==> src/design/bpsp_pkg.sv <==
// Shared types and constants for the ball plate servo PI controller.
`default_nettype none

package bpsp_pkg;

  localparam int CFG_ADDR_W = 5;

  localparam logic [2:0] REG_RUN_MODE = 3'd0;
  localparam logic [2:0] REG_TARGET_X = 3'd1;
  localparam logic [2:0] REG_TARGET_Y = 3'd2;
  localparam logic [2:0] REG_CAP_OFS  = 3'd3;
  localparam logic [2:0] REG_CENTER_X = 3'd4;
  localparam logic [2:0] REG_CENTER_Y = 3'd5;

  localparam logic [14:0] GAIN_STEP = 15'd24;
  localparam logic [14:0] GAIN_MAX  = 15'd9000;

  localparam logic [14:0] SX_MIN = 15'd10000;
  localparam logic [14:0] SX_MAX = 15'd17300;
  localparam logic [14:0] SY_MIN = 15'd10320;
  localparam logic [14:0] SY_MAX = 15'd15280;

  // floor(u / 100) = (u * DIV_MULT) >> DIV_SHIFT, low by at most one
  localparam int           DIV_SHIFT = 28;
  localparam logic [21:0]  DIV_MULT  = 22'd2684354;
  localparam logic [16:0]  DIV_BIAS  = 17'd14000;
  localparam logic [24:0]  PROD_BIAS = 25'd1400000;

  typedef struct packed {
    logic        run_mode;
    logic [6:0]  target_x;
    logic [6:0]  target_y;
    logic [7:0]  gain_cap_offset;
    logic [14:0] center_x;
    logic [14:0] center_y;
  } cfg_t;

  typedef struct packed {
    logic s4;
    logic s5;
    logic s6;
    logic s7;
    logic s8;
  } stage_en_t;

endpackage

`default_nettype wire

==> src/design/bpsp_regs.sv <==
// APB register file holding the controller configuration.
`default_nettype none

module bpsp_regs
  import bpsp_pkg::*;
(
  input  wire logic                  clk,
  input  wire logic                  rst,
  input  wire logic                  psel,
  input  wire logic                  penable,
  input  wire logic                  pwrite,
  input  wire logic [CFG_ADDR_W-1:0] paddr,
  input  wire logic [31:0]           pwdata,
  output logic      [31:0]           prdata,
  output cfg_t                       cfg
);

  logic [2:0] idx;
  logic       wr;

  assign idx = paddr[4:2];
  assign wr  = psel && penable && pwrite;

  always_ff @(posedge clk) begin
    if (rst) begin
      cfg.run_mode        <= 1'b0;
      cfg.target_x        <= 7'd3;
      cfg.target_y        <= 7'd26;
      cfg.gain_cap_offset <= 8'd0;
      cfg.center_x        <= 15'd13790;
      cfg.center_y        <= 15'd12600;
    end else if (wr) begin
      case (idx)
        REG_RUN_MODE: cfg.run_mode        <= pwdata[0];
        REG_TARGET_X: cfg.target_x        <= pwdata[6:0];
        REG_TARGET_Y: cfg.target_y        <= pwdata[6:0];
        REG_CAP_OFS:  cfg.gain_cap_offset <= pwdata[7:0];
        REG_CENTER_X: cfg.center_x        <= pwdata[14:0];
        REG_CENTER_Y: cfg.center_y        <= pwdata[14:0];
        default: ;
      endcase
    end
  end

  always_comb begin
    case (idx)
      REG_RUN_MODE: prdata = {31'd0, cfg.run_mode};
      REG_TARGET_X: prdata = {25'd0, cfg.target_x};
      REG_TARGET_Y: prdata = {25'd0, cfg.target_y};
      REG_CAP_OFS:  prdata = {24'd0, cfg.gain_cap_offset};
      REG_CENTER_X: prdata = {17'd0, cfg.center_x};
      REG_CENTER_Y: prdata = {17'd0, cfg.center_y};
      default:      prdata = 32'd0;
    endcase
  end

endmodule

`default_nettype wire

==> src/design/bpsp_chan.sv <==
// One servo axis: gain times error plus 100 times the integral, truncating divide by 100, center offset and clamp.
`default_nettype none

module bpsp_chan
  import bpsp_pkg::*;
#(
  parameter int INTEGRAL_BITS = 24
) (
  input  wire logic                            clk,
  input  wire stage_en_t                       en,
  input  wire logic        [14:0]              gain,
  input  wire logic signed [8:0]               err,
  input  wire logic signed [INTEGRAL_BITS-1:0] integral,
  input  wire logic        [14:0]              center,
  input  wire logic                            negate,
  input  wire logic        [14:0]              lo,
  input  wire logic        [14:0]              hi,
  input  wire logic                            drive,
  output logic             [14:0]              servo
);

  localparam int IW = INTEGRAL_BITS;
  localparam int AW = IW + 2;
  localparam int SW = AW + 2;

  logic signed [24:0]   p4;
  logic signed [IW-1:0] i4, i5, i6;
  logic        [21:0]   u5;
  logic        [43:0]   prod5;
  logic signed [16:0]   q6;
  logic                 rnz6;
  logic signed [AW-1:0] a7;
  logic                 rnz7;

  logic        [21:0]   u4;
  logic        [15:0]   qe;
  logic        [22:0]   qe_x100;
  logic        [22:0]   r_full;
  logic        [7:0]    r8;
  logic                 over;
  logic        [15:0]   qadj;
  logic signed [AW:0]   cnt;
  logic signed [SW-1:0] ctr;
  logic signed [SW-1:0] sum;
  logic signed [SW-1:0] lo_s, hi_s;
  logic        [14:0]   clamped;

  assign u4 = 22'(p4 + $signed(PROD_BIAS));

  assign qe      = prod5[DIV_SHIFT+15:DIV_SHIFT];
  assign qe_x100 = {7'd0, qe} * 23'd100;
  assign r_full  = {1'b0, u5} - qe_x100;
  assign r8      = r_full[7:0];
  assign over    = r8 >= 8'd100;
  assign qadj    = qe + {15'd0, over};

  assign cnt  = {a7[AW-1], a7} + (((a7 < 0) && rnz7) ? (AW+1)'(1) : (AW+1)'(0));
  assign ctr  = $signed({{(SW-15){1'b0}}, center});
  assign sum  = negate ? (ctr - SW'(cnt)) : (ctr + SW'(cnt));
  assign lo_s = $signed({{(SW-15){1'b0}}, lo});
  assign hi_s = $signed({{(SW-15){1'b0}}, hi});

  always_comb begin
    if (sum < lo_s) begin
      clamped = lo;
    end else if (sum > hi_s) begin
      clamped = hi;
    end else begin
      clamped = sum[14:0];
    end
  end

  always_ff @(posedge clk) begin
    if (en.s4) begin
      p4 <= $signed({1'b0, gain}) * err;
      i4 <= integral;
    end
    if (en.s5) begin
      u5    <= u4;
      prod5 <= u4 * DIV_MULT;
      i5    <= i4;
    end
    if (en.s6) begin
      q6   <= $signed({1'b0, qadj}) - $signed(DIV_BIAS);
      rnz6 <= over ? (r8 != 8'd100) : (r8 != 8'd0);
      i6   <= i5;
    end
    if (en.s7) begin
      a7   <= $signed({{2{i6[IW-1]}}, i6}) + $signed({{(AW-17){q6[16]}}, q6});
      rnz7 <= rnz6;
    end
    if (en.s8) begin
      servo <= drive ? clamped : 15'd0;
    end
  end

endmodule

`default_nettype wire

==> src/design/ball_plate_servo_pid.sv <==
// Top level of the two-axis gain-scheduled PI servo controller for a ball plate.
//
// Usage: one input transaction per camera frame on the s_axis channel carries
// the detected ball column and row plus the integrate and clear flags. Each
// input transaction yields exactly one output transaction on m_axis: tuser is
// the drive flag, tdata carries both servo duties and the ball position.
// A zero column or row means no ball; the result is then all zero and the
// controller state keeps its value apart from a clear request.
// The datapath is an eight-stage pipeline; the gain and integral registers
// update as each transaction passes the third stage, so one transaction per cycle
// is taken while the output is not stalled. Each stage holds its transaction
// while the next one is stalled, so with m_axis_tready low the pipeline fills
// and s_axis_tready falls only when the input stage is occupied. Synchronous
// reset empties the pipeline, zeroes gains and integrals and loads the register
// defaults. Configuration goes through the APB port (pready always high); the
// user must write it only while the pipeline is empty; the block does not check.
`default_nettype none

module ball_plate_servo_pid
  import bpsp_pkg::*;
#(
  parameter int INTEGRAL_BITS = 24
) (
  input  wire logic                  clk,
  input  wire logic                  rst,
  input  wire logic                  s_axis_tvalid,
  output logic                       s_axis_tready,
  // raw_col[6:0], raw_row[12:7], integrate_on[13], clear_sums[14], zero[15]
  input  wire logic [15:0]           s_axis_tdata,
  output logic                       m_axis_tvalid,
  input  wire logic                  m_axis_tready,
  // servo_x[14:0], servo_y[28:15], pos_x[35:29], pos_y[41:36], zero[47:42]
  output logic      [47:0]           m_axis_tdata,
  // drive_valid[0]
  output logic                       m_axis_tuser,
  input  wire logic                  psel,
  input  wire logic                  penable,
  input  wire logic                  pwrite,
  input  wire logic [CFG_ADDR_W-1:0] paddr,
  input  wire logic [31:0]           pwdata,
  output logic      [31:0]           prdata,
  output logic                       pready
);

  localparam int IW = INTEGRAL_BITS;

  typedef struct packed {
    logic             drive;
    logic [6:0]       pos_x;
    logic [5:0]       pos_y;
  } info_t;

  function automatic logic [14:0] cap_of(input logic [7:0] base, input logic [7:0] ofs);
    logic [7:0] diff;
    diff = base - ofs;
    if (ofs >= base) begin
      return 15'd0;
    end
    return {7'd0, diff} * 15'd100;
  endfunction

  function automatic logic [14:0] min15(input logic [14:0] a, input logic [14:0] b);
    return (a < b) ? a : b;
  endfunction

  function automatic logic signed [IW-1:0] sat_int(input logic signed [IW:0] v);
    if (v[IW] != v[IW-1]) begin
      return v[IW] ? {1'b1, {(IW-1){1'b0}}} : {1'b0, {(IW-1){1'b1}}};
    end
    return v[IW-1:0];
  endfunction

  cfg_t cfg;

  bpsp_regs u_regs (
    .clk     (clk),
    .rst     (rst),
    .psel    (psel),
    .penable (penable),
    .pwrite  (pwrite),
    .paddr   (paddr),
    .pwdata  (pwdata),
    .prdata  (prdata),
    .cfg     (cfg)
  );

  assign pready = 1'b1;

  // stage valids and advance enables
  logic v1, v2, v3, v4, v5, v6, v7;
  logic adv1, adv2, adv3, adv4, adv5, adv6, adv7, adv8;
  logic fire2;
  stage_en_t en;

  assign adv8 = !m_axis_tvalid || m_axis_tready;
  assign adv7 = !v7 || adv8;
  assign adv6 = !v6 || adv7;
  assign adv5 = !v5 || adv6;
  assign adv4 = !v4 || adv5;
  assign adv3 = !v3 || adv4;
  assign adv2 = !v2 || adv3;
  assign adv1 = !v1 || adv2;
  assign s_axis_tready = adv1;
  assign fire2 = v2 && adv3;
  assign en = '{s4: adv4, s5: adv5, s6: adv6, s7: adv7, s8: adv8};

  always_ff @(posedge clk) begin
    if (rst) begin
      v1 <= 1'b0;
      v2 <= 1'b0;
      v3 <= 1'b0;
      v4 <= 1'b0;
      v5 <= 1'b0;
      v6 <= 1'b0;
      v7 <= 1'b0;
      m_axis_tvalid <= 1'b0;
    end else begin
      if (adv1) v1 <= s_axis_tvalid;
      if (adv2) v2 <= v1;
      if (adv3) v3 <= v2;
      if (adv4) v4 <= v3;
      if (adv5) v5 <= v4;
      if (adv6) v6 <= v5;
      if (adv7) v7 <= v6;
      if (adv8) m_axis_tvalid <= v7;
    end
  end

  // stage 1: input register
  logic [6:0] col1;
  logic [5:0] row1;
  logic       integ1, clr1;

  always_ff @(posedge clk) begin
    if (adv1) begin
      col1   <= s_axis_tdata[6:0];
      row1   <= s_axis_tdata[12:7];
      integ1 <= s_axis_tdata[13];
      clr1   <= s_axis_tdata[14];
    end
  end

  // stage 1 to 2: position, errors, distance bands
  logic               ball1;
  logic signed [8:0]  x1, ex1;
  logic signed [6:0]  y1;
  logic signed [7:0]  ey1;
  logic signed [17:0] sq_x1, sq_y1, d2_1;
  info_t              info1;

  assign ball1 = (col1 != 7'd0) && (row1 != 6'd0);
  assign x1    = $signed({2'b00, col1}) - 9'sd39;
  assign y1    = 7'sd31 - $signed({1'b0, row1});
  assign ex1   = x1 - $signed({{2{cfg.target_x[6]}}, cfg.target_x});
  assign ey1   = $signed({y1[6], y1}) - $signed({cfg.target_y[6], cfg.target_y});
  assign sq_x1 = ex1 * ex1;
  assign sq_y1 = ey1 * ey1;
  assign d2_1  = sq_x1 + sq_y1;

  assign info1.drive = ball1 && cfg.run_mode;
  assign info1.pos_x = !ball1 ? 7'd0 : ((x1 > 9'sd63) ? 7'd63 : x1[6:0]);
  assign info1.pos_y = ball1 ? y1[5:0] : 6'd0;

  // stage 2
  info_t             info2;
  logic              integ2, clr2, le150_2, ge100_2, le80_2;
  logic signed [8:0] ex2;
  logic signed [7:0] ey2;

  always_ff @(posedge clk) begin
    if (adv2) begin
      info2   <= info1;
      integ2  <= integ1;
      clr2    <= clr1;
      ex2     <= ex1;
      ey2     <= ey1;
      le150_2 <= d2_1 <= 18'sd150;
      ge100_2 <= d2_1 >= 18'sd100;
      le80_2  <= d2_1 <= 18'sd80;
    end
  end

  // stage 2 to 3: controller state update; the state registers are stage 3's payload
  logic        [14:0]   gain_x, gain_y;
  logic signed [IW-1:0] integral_x, integral_y;

  logic        [14:0]   cap150, cap120, cap90, cap_sel;
  logic        [14:0]   ramp_x, ramp_y;
  logic signed [IW-1:0] ixc, iyc;
  logic signed [15:0]   inc_x, inc_y;
  logic signed [IW:0]   sum_x, sum_y;

  assign cap150  = cap_of(8'd150, cfg.gain_cap_offset);
  assign cap120  = cap_of(8'd120, cfg.gain_cap_offset);
  assign cap90   = cap_of(8'd90, cfg.gain_cap_offset);
  assign cap_sel = !le150_2 ? cap90 : (ge100_2 ? min15(cap150, cap120) : cap150);

  assign ramp_x = min15(gain_x + GAIN_STEP, GAIN_MAX);
  assign ramp_y = min15(gain_y + GAIN_STEP, GAIN_MAX);

  assign ixc   = clr2 ? '0 : integral_x;
  assign iyc   = clr2 ? '0 : integral_y;
  assign inc_x = $signed({{7{ex2[8]}}, ex2}) * (le80_2 ? 16'sd60 : 16'sd10);
  assign inc_y = $signed({{8{ey2[7]}}, ey2}) * (le80_2 ? 16'sd50 : 16'sd10);
  assign sum_x = $signed({ixc[IW-1], ixc}) + $signed({{(IW+1-16){inc_x[15]}}, inc_x});
  assign sum_y = $signed({iyc[IW-1], iyc}) + $signed({{(IW+1-16){inc_y[15]}}, inc_y});

  info_t             info3;
  logic signed [8:0] ex3;
  logic signed [7:0] ey3;

  always_ff @(posedge clk) begin
    if (rst) begin
      gain_x     <= 15'd0;
      gain_y     <= 15'd0;
      integral_x <= '0;
      integral_y <= '0;
    end else if (fire2) begin
      if (info2.drive) begin
        gain_x <= min15(ramp_x, cap_sel);
        gain_y <= min15(ramp_y, cap_sel);
      end
      if (info2.drive && integ2) begin
        integral_x <= sat_int(sum_x);
        integral_y <= sat_int(sum_y);
      end else begin
        integral_x <= ixc;
        integral_y <= iyc;
      end
    end
  end

  always_ff @(posedge clk) begin
    if (adv3) begin
      info3 <= info2;
      ex3   <= ex2;
      ey3   <= ey2;
    end
  end

  // stages 4 to 8: per-axis servo arithmetic
  info_t info4, info5, info6, info7;

  always_ff @(posedge clk) begin
    if (adv4) info4 <= info3;
    if (adv5) info5 <= info4;
    if (adv6) info6 <= info5;
    if (adv7) info7 <= info6;
  end

  logic [14:0] servo_x, servo_y;

  bpsp_chan #(.INTEGRAL_BITS(INTEGRAL_BITS)) u_chan_x (
    .clk      (clk),
    .en       (en),
    .gain     (gain_x),
    .err      (ex3),
    .integral (integral_x),
    .center   (cfg.center_x),
    .negate   (1'b0),
    .lo       (SX_MIN),
    .hi       (SX_MAX),
    .drive    (info7.drive),
    .servo    (servo_x)
  );

  bpsp_chan #(.INTEGRAL_BITS(INTEGRAL_BITS)) u_chan_y (
    .clk      (clk),
    .en       (en),
    .gain     (gain_y),
    .err      ({ey3[7], ey3}),
    .integral (integral_y),
    .center   (cfg.center_y),
    .negate   (1'b1),
    .lo       (SY_MIN),
    .hi       (SY_MAX),
    .drive    (info7.drive),
    .servo    (servo_y)
  );

  logic [6:0] pos_x8;
  logic [5:0] pos_y8;

  always_ff @(posedge clk) begin
    if (adv8) begin
      m_axis_tuser <= info7.drive;
      pos_x8       <= info7.pos_x;
      pos_y8       <= info7.pos_y;
    end
  end

  assign m_axis_tdata = {6'd0, pos_y8, pos_x8, servo_y[13:0], servo_x};

  // checks
  a_gain_bound: assert property (@(posedge clk) disable iff (rst)
    (gain_x <= GAIN_MAX) && (gain_y <= GAIN_MAX))
    else $error("gain above maximum");

  a_gain_hold: assert property (@(posedge clk) disable iff (rst)
    !fire2 |=> $stable(gain_x) && $stable(gain_y) && $stable(integral_x)
               && $stable(integral_y))
    else $error("controller state changed without a transaction");

  a_servo_range: assert property (@(posedge clk) disable iff (rst)
    m_axis_tvalid && m_axis_tuser |->
      (m_axis_tdata[14:0] >= SX_MIN) && (m_axis_tdata[14:0] <= SX_MAX)
      && ({1'b0, m_axis_tdata[28:15]} >= SY_MIN)
      && ({1'b0, m_axis_tdata[28:15]} <= SY_MAX))
    else $error("servo duty out of range");

  a_no_drive: assert property (@(posedge clk) disable iff (rst)
    m_axis_tvalid && !m_axis_tuser |-> (m_axis_tdata[28:0] == 29'd0))
    else $error("servo duty present without drive");

endmodule

`default_nettype wire

==> config.mk <==
export PLATFORM = sky130hd
export DESIGN_NAME = ball_plate_servo_pid
export DESIGN_NICKNAME = d
export VERILOG_FILES = /design/src/design/bpsp_pkg.sv /design/src/design/bpsp_regs.sv /design/src/design/bpsp_chan.sv /design/src/design/ball_plate_servo_pid.sv
export SDC_FILE = /design/constraint.sdc
export NUM_CORES = 2
export LEC_CHECK = 0
export ABC_AREA = 1
export CAP_MARGIN = 10
export CELL_PAD_IN_SITES_DETAIL_PLACEMENT = 1
export CELL_PAD_IN_SITES_GLOBAL_PLACEMENT = 1
export CORE_MARGIN = 3
export CORE_UTILIZATION = 50
export CTS_CLUSTER_DIAMETER = 40
export CTS_CLUSTER_SIZE = 24
export DETAILED_ROUTE_END_ITERATION = 16
export DONT_BUFFER_PORTS = 1
export PLACE_DENSITY_LB_ADDON = 0.1
export SYNTH_ARGS = -nofsm -noshare
export SYNTH_HDL_FRONTEND = slang
export SYNTH_HIERARCHICAL = 1
export SYNTH_SLANG_ARGS = --single-unit
==> constraint.sdc <==
create_clock -name clk -period 8.8 [get_ports clk]
set_input_delay 0.44 -clock clk [delete_from_list [all_inputs] [get_ports clk]]
set_output_delay 0.44 -clock clk [all_outputs]
set_load 0.005 [all_outputs]
Word-level counts from Yosys, hierarchy flattened

Cells that the tools add are included.

Output and inout bits: 84
Register bits after elaboration: 698
Logic and storage cells: 236

Reduce and logical (&&, ||, !) cells: 41
Equal/unequal tests: 9
Bitwise logic cells: 2
Multiply operators: 13
Multiplexer cells: 46
Order comparisons: 20
Add/sub/neg operators: 26

Operators by type and width:

| kind                   | number |
|---|---|
| $mux 24                | 10 |
| $mux 15                | 14 |
| $pmux 15 s6            | 1 |
| $mul 22x21->43 const B | 2 |
| $lt 28x15->1 const B   | 2 |
| $add 25x2->26          | 2 |
| $add 24x17->25         | 2 |
| $lt 25x1->1 const B    | 2 |
| $lt 15x15->1           | 3 |
| $add 22x22->22 const B | 2 |
| $mux 14                | 3 |
| $mul 8x5->13 const B   | 3 |
| $sub 16x14->17 const B | 2 |
| $add 16x1->16          | 2 |
| $ge 8x7->1 const B     | 4 |
| $mul 16x5->6 const B   | 2 |
| $add 15x5->15 const B  | 2 |
| $lt 15x14->1 const B   | 2 |
| $add 16x27->28         | 1 |
| $gt 28x15->1 const B   | 1 |
| $gt 28x16->1 const B   | 1 |
| $sub 16x27->28         | 1 |
| $add 24x15->25         | 1 |
| $add 24x16->25         | 1 |
| 37 further kinds       | 91 |

Depth between registers and ports, before layout

Depth in word-level cells: 12
Depth in mapped cells: 44
Gate-level depth less buffers: 42

Cells and area by module

Netlist, hierarchy kept.

Modules (own cells, without submodules):

| module                | area each (sq um) | times used | cells an instance |
|---|---|---|---|
| ball_plate_servo_pid  | 24994.0           | 1          | 2935 |
| bpsp_chan at u_chan_y | 23164.7           | 1          | 2504 |
| bpsp_chan at u_chan_x | 23114.7           | 1          | 2514 |
| bpsp_regs             | 2767.7            | 1          | 424 |

Worst setup path after synthesis

OpenSTA, ideal clock, no wires.

Path kind: in2reg
Start point: in m_axis_tready
End point: reg clr2, enable pin
Cell stages on the path: 14
Arrival time: 7087 ps
Slack: 1323 ps
Path buffers: 0
Setup time: 391 ps
Cells stage by stage: nor2_1 -> inv_2 -> nor2_2 -> inv_2 -> nor2_1 -> inv_2 -> nor2_2 -> inv_2 -> nor2_2 -> inv_2 -> nor2_1 -> inv_2 -> nor2_1 -> inv_1

Cells in the longest elaborated chain, start to end: 7

RTL lines:

| element                | line                        | text |
|---|---|---|
| start: declaration     | ball_plate_servo_pid.sv:31  | `input wire logic m_axis_tready,` |
| $logic_or 1x1->1       | ball_plate_servo_pid.sv:95  | `assign adv8 = !m_axis_tvalid \|\| m_axis_tready;` |
| named net adv8         | ball_plate_servo_pid.sv:91  | `logic adv1, adv2, adv3, adv4, adv5, adv6, adv7, adv8;` |
| $logic_or 1x1->1       | ball_plate_servo_pid.sv:96  | `assign adv7 = !v7 \|\| adv8;` |
| named net adv7         | ball_plate_servo_pid.sv:91  |  |
| $logic_or 1x1->1       | ball_plate_servo_pid.sv:97  | `assign adv6 = !v6 \|\| adv7;` |
| named net adv6         | ball_plate_servo_pid.sv:91  |  |
| $logic_or 1x1->1       | ball_plate_servo_pid.sv:98  | `assign adv5 = !v5 \|\| adv6;` |
| named net adv5         | ball_plate_servo_pid.sv:91  |  |
| $logic_or 1x1->1       | ball_plate_servo_pid.sv:99  | `assign adv4 = !v4 \|\| adv5;` |
| named net adv4         | ball_plate_servo_pid.sv:91  |  |
| $logic_or 1x1->1       | ball_plate_servo_pid.sv:100 | `assign adv3 = !v3 \|\| adv4;` |
| $logic_or 1x1->1       | ball_plate_servo_pid.sv:101 | `assign adv2 = !v2 \|\| adv3;` |
| named net adv2         | ball_plate_servo_pid.sv:91  |  |
| end signal: assignment | ball_plate_servo_pid.sv:174 | `clr2 <= clr1;` |
| end: declaration       | ball_plate_servo_pid.sv:166 | `logic integ2, clr2, le150_2, ge100_2, le80_2;` |

The timed path passes the listed nets, and every way through them passes these cells.
A chain may end at the register's enable or synchronous reset.

Final worst setup path

Start point: reg col1[0]
End point: reg ge100_2 (data pin)

Cells in the longest elaborated chain, start to end: 5

RTL lines:

| element                  | line                        | text |
|---|---|---|
| start: declaration       | ball_plate_servo_pid.sv:130 | `logic [6:0] col1;` |
| start signal: assignment | ball_plate_servo_pid.sv:136 | `col1 <= s_axis_tdata[6:0];` |
| $sub 7x6->8              | ball_plate_servo_pid.sv:152 | `assign x1 = $signed({2'b00, col1}) - 9'sd39;` |
| $sub 8x7->9              | ball_plate_servo_pid.sv:154 | `assign ex1 = x1 - $signed({{2{cfg.target_x[6]}}, cfg.target_x});` |
| $mul 9x9->18             | ball_plate_servo_pid.sv:156 | `assign sq_x1 = ex1 * ex1;` |
| $add 18x16->18           | ball_plate_servo_pid.sv:158 | `assign d2_1 = sq_x1 + sq_y1;` |
| $ge 18x8->1              | ball_plate_servo_pid.sv:178 | `ge100_2 <= d2_1 >= 18'sd100;` |
| end signal: assignment   | ball_plate_servo_pid.sv:178 |  |
| end: declaration         | ball_plate_servo_pid.sv:166 |  |

Every way passes these cells.

==> results <==
- Row generation in the floorplan step produced 140 rows.
- In the final routed layout, each cell accounts on average for 19.5 µm.
- The overall routed net length is 205000 µm.
- In this run the critical register-to-register path is launched from col1[0]$_DFFE_PP_.
- The detailed router placed 56177 vias in this run.
- The number of filler instances in the final layout is 17125.
- The worst setup path is launched from a flip-flop.
- The first TritonRoute pass finished after 5 iterations.
- Clock latency on the worst-skew pair, taken at its later pin, is 0.73 ns.
- In this run the tightest slew margin relative to its limit is 29.6%.
- The via density per instance is 5.34.
- The number of buffers between clock root and the deepest sink is 3.
- Setup slack on the worst reg-to-reg path comes out at 0.60 ns.
- The number of nets still failing antenna checks after routing is 0.
- The origin of the worst setup path is col1[0]$_DFFE_PP_.
- The final max-slew violation count came to 0.
- The register with the most flip-flops in the final layout is u_regs/cfg.
- For this run, the post-layout net count is 10395.
- The cell area after layout is 0.0807 mm².
- The number of flip-flops in the largest register is 53.
- The endpoint of the lowest-slack register-to-register path is ge100_2$_DFFE_PP_.
- The slowest stage of the critical path is the sky130_fd_sc_hd__fa_1 cell.
- The max-capacitance violation count is 0.
- Subtracting the final worst setup slack from the clock period gives 8.20 ns.
- TritonCTS created 108 clock buffers.
- A synthesized cell averages 8.84 µm².
- The number of levels in the clock H-tree is 3.
- In this run, the number of DRC markers left after iteration 0 of detailed routing was 2585.
- For the pin with the worst max-slew slack, the measured transition is 1.06 ns.
- TritonCTS built the clock tree.
- The worst reg-to-reg path cell count is 34.
- For the final routed database, the setup TNS stands at 0 ns.
- The maximum clock skew at final layout is 0.0507 ns.
- Setup violations remaining at the end of the flow were counted as 0.
- The die covers 0.153 mm².
- Relative to the synthesized area, the layout overhead comes to 9.06%.
- The count of buffers from port buffering is 0.
- The total area inside the core boundary comes to 0.146 mm².
- The longest individual stage delay on the worst path is 0.56 ns.
- The I/O pin total is 144.
- The first global-routing pass estimated 334000 µm of wire.
- Setup repair after global routing left no endpoint under its margin.
- From left edge to right edge, the die measures 391 µm.
- The required time at the worst-slack endpoint is 9.27 ns.
- The worst hold path class is in -> reg.
- The clock-pin slew on the worst setup and hold paths is 0.07 ns.
- The number of antenna violations at the first check in global routing is 2.
- The count of yosys warnings during synthesis is 6.
- The proportion of layout cells with a drive suffix above 1 is 5.96%.
- Cells fill 55.2% of the core in the end.
- The kind of capture point of the worst setup path is a flip-flop.
- The cell occurring most often along the worst timing path is sky130_fd_sc_hd__inv_1.
- The root buffer cell is sky130_fd_sc_hd__clkbuf_16.
- The HPWL after detailed placement is 165000 µm.
- The DRC violation count after routing is 0.
- The area of the mapped netlist is 0.0740 mm².
- The total cell area at the placement stage is 0.0763 mm².
- The total overflow reported by the global router is 0.
- In the final layout, the registers with the most flip-flops are u_regs/cfg (53), u_chan_x/a7 (25), u_chan_y/a7 (25).
- The run finished with clean final reports.
- The largest fanout on the critical path is 8.
- The worst setup path endpoint is ge100_2$_DFFE_PP_.
- Entering global routing, the biggest net connects 69 pins.
- For the worst setup path, the data arrival time is 8.66 ns.
- The worst setup path is of the reg -> reg kind.
- Based on the critical path, the design can be clocked at up to 122 MHz.
- The overall global routing resource usage is 27.4%.
- The die is 391 µm tall.
- The synthesized instance count is 8370.
- The count of final hold-check violations came to 0.
- Once the floorplan was initialized, standard cells occupied 50.6% of the core.
- The congestion estimate from routability-driven global placement came to 0.907.
- The clock net in this run drives a total of 640 sinks.
- The count of instances resized after the clock tree is built is 0.
- Dividing the final minimum period by the clock period gives 93.2%.
- The number of global-route vias before repair was 61965.
## placed cells by master, fill, tap and decap left out, types with 27 or more instances in the layout
cell type,instances
sky130_fd_sc_hd__a21oi_1,406
sky130_fd_sc_hd__a31oi_1,45
sky130_fd_sc_hd__buf_4,52
sky130_fd_sc_hd__clkbuf_16,109
sky130_fd_sc_hd__conb_1,127
sky130_fd_sc_hd__dfxtp_1,135
sky130_fd_sc_hd__dlygate4sd3_1,34
sky130_fd_sc_hd__edfxtp_1,505
sky130_fd_sc_hd__fa_1,742
sky130_fd_sc_hd__ha_1,1087
sky130_fd_sc_hd__inv_1,1673
sky130_fd_sc_hd__nand2_1,1480
sky130_fd_sc_hd__nand2_2,61
sky130_fd_sc_hd__nand3_1,391
sky130_fd_sc_hd__nand4_1,63
sky130_fd_sc_hd__nor2_1,567
sky130_fd_sc_hd__nor2_2,32
sky130_fd_sc_hd__nor3_1,42
sky130_fd_sc_hd__o21ai_0,206
sky130_fd_sc_hd__o21bai_1,27
sky130_fd_sc_hd__or2_2,41
sky130_fd_sc_hd__xnor2_1,139
sky130_fd_sc_hd__xor2_1,250
## area by class of cell
class                      count  area [µm²]  share of cell area (%)
multi-input combinational   5964       49200                    61.0
sequential                   640       17900                    22.1
tap                         1917        2400                    2.97
timing repair buffer          87         758                   0.940
clock buffer                 112        2750                    3.41
inverter                    1705        6410                    7.95
clock inverter                93        1250                    1.55
antenna                        2        5.00                 0.00620
## metal layers
metal  wire (µm)  vias to the layer above  track usage [%]
met2      102000                      881             48.0
li1            -                    26846                -
met5           0                        -                0
met3        6960                      323             3.12
met4        6340                        0             8.68
met1       89800                    28127             35.3
## how the worst min path moves through the flow
stage	slack, ns	cells past startpoint	end	start
after detailed placement	0.41	0	u_chan_y/i6[6]$_DFFE_PP_	u_chan_y/i5[6]$_DFFE_PP_
after global routing	0.05	2	m_axis_tvalid$_SDFFE_PP0P_	rst
after CTS	0.009	4	u_regs/cfg[52]$_SDFFE_PP0P_	pwdata[0]
final	0.05	2	v5$_SDFFE_PP0P_	rst
after global placement	0.40	0	info3[1]$_DFFE_PN_	info2[1]$_SDFFCE_PN0P_
after floorplan	0.40	0	clr2$_DFFE_PP_	clr1$_DFFE_PP_
## metrics by stage
stage	instances	hold slack (ns)	worst slack [ns]
detailed placement	10278	0.406	0.632
CTS	10518	0.00941	0.590
global placement	10278	0.401	0.744
finish	10520	0.0487	0.602
floorplan	8494	0.400	1.33
global route	10518	0.0488	0.00141
## worst max-delay path, delay by kind of cell, from the launching register on
kind            cells  cell delay (ns)
fa+ha+maj           8             3.87
compound gates     10             1.63
simple gates        7             1.17
flops               1             0.46
buf+inv             7             0.42
xor+xnor            2             0.41
## timing repair
action | CTS | global route
hold buffers | 35 | 0
setup buffers | 0 | 0
endpoints found under the hold margin | 90 | 0
Power is not shown: default switching activity piles up to over one toggle a cycle in this logic, so the estimate is an artifact.
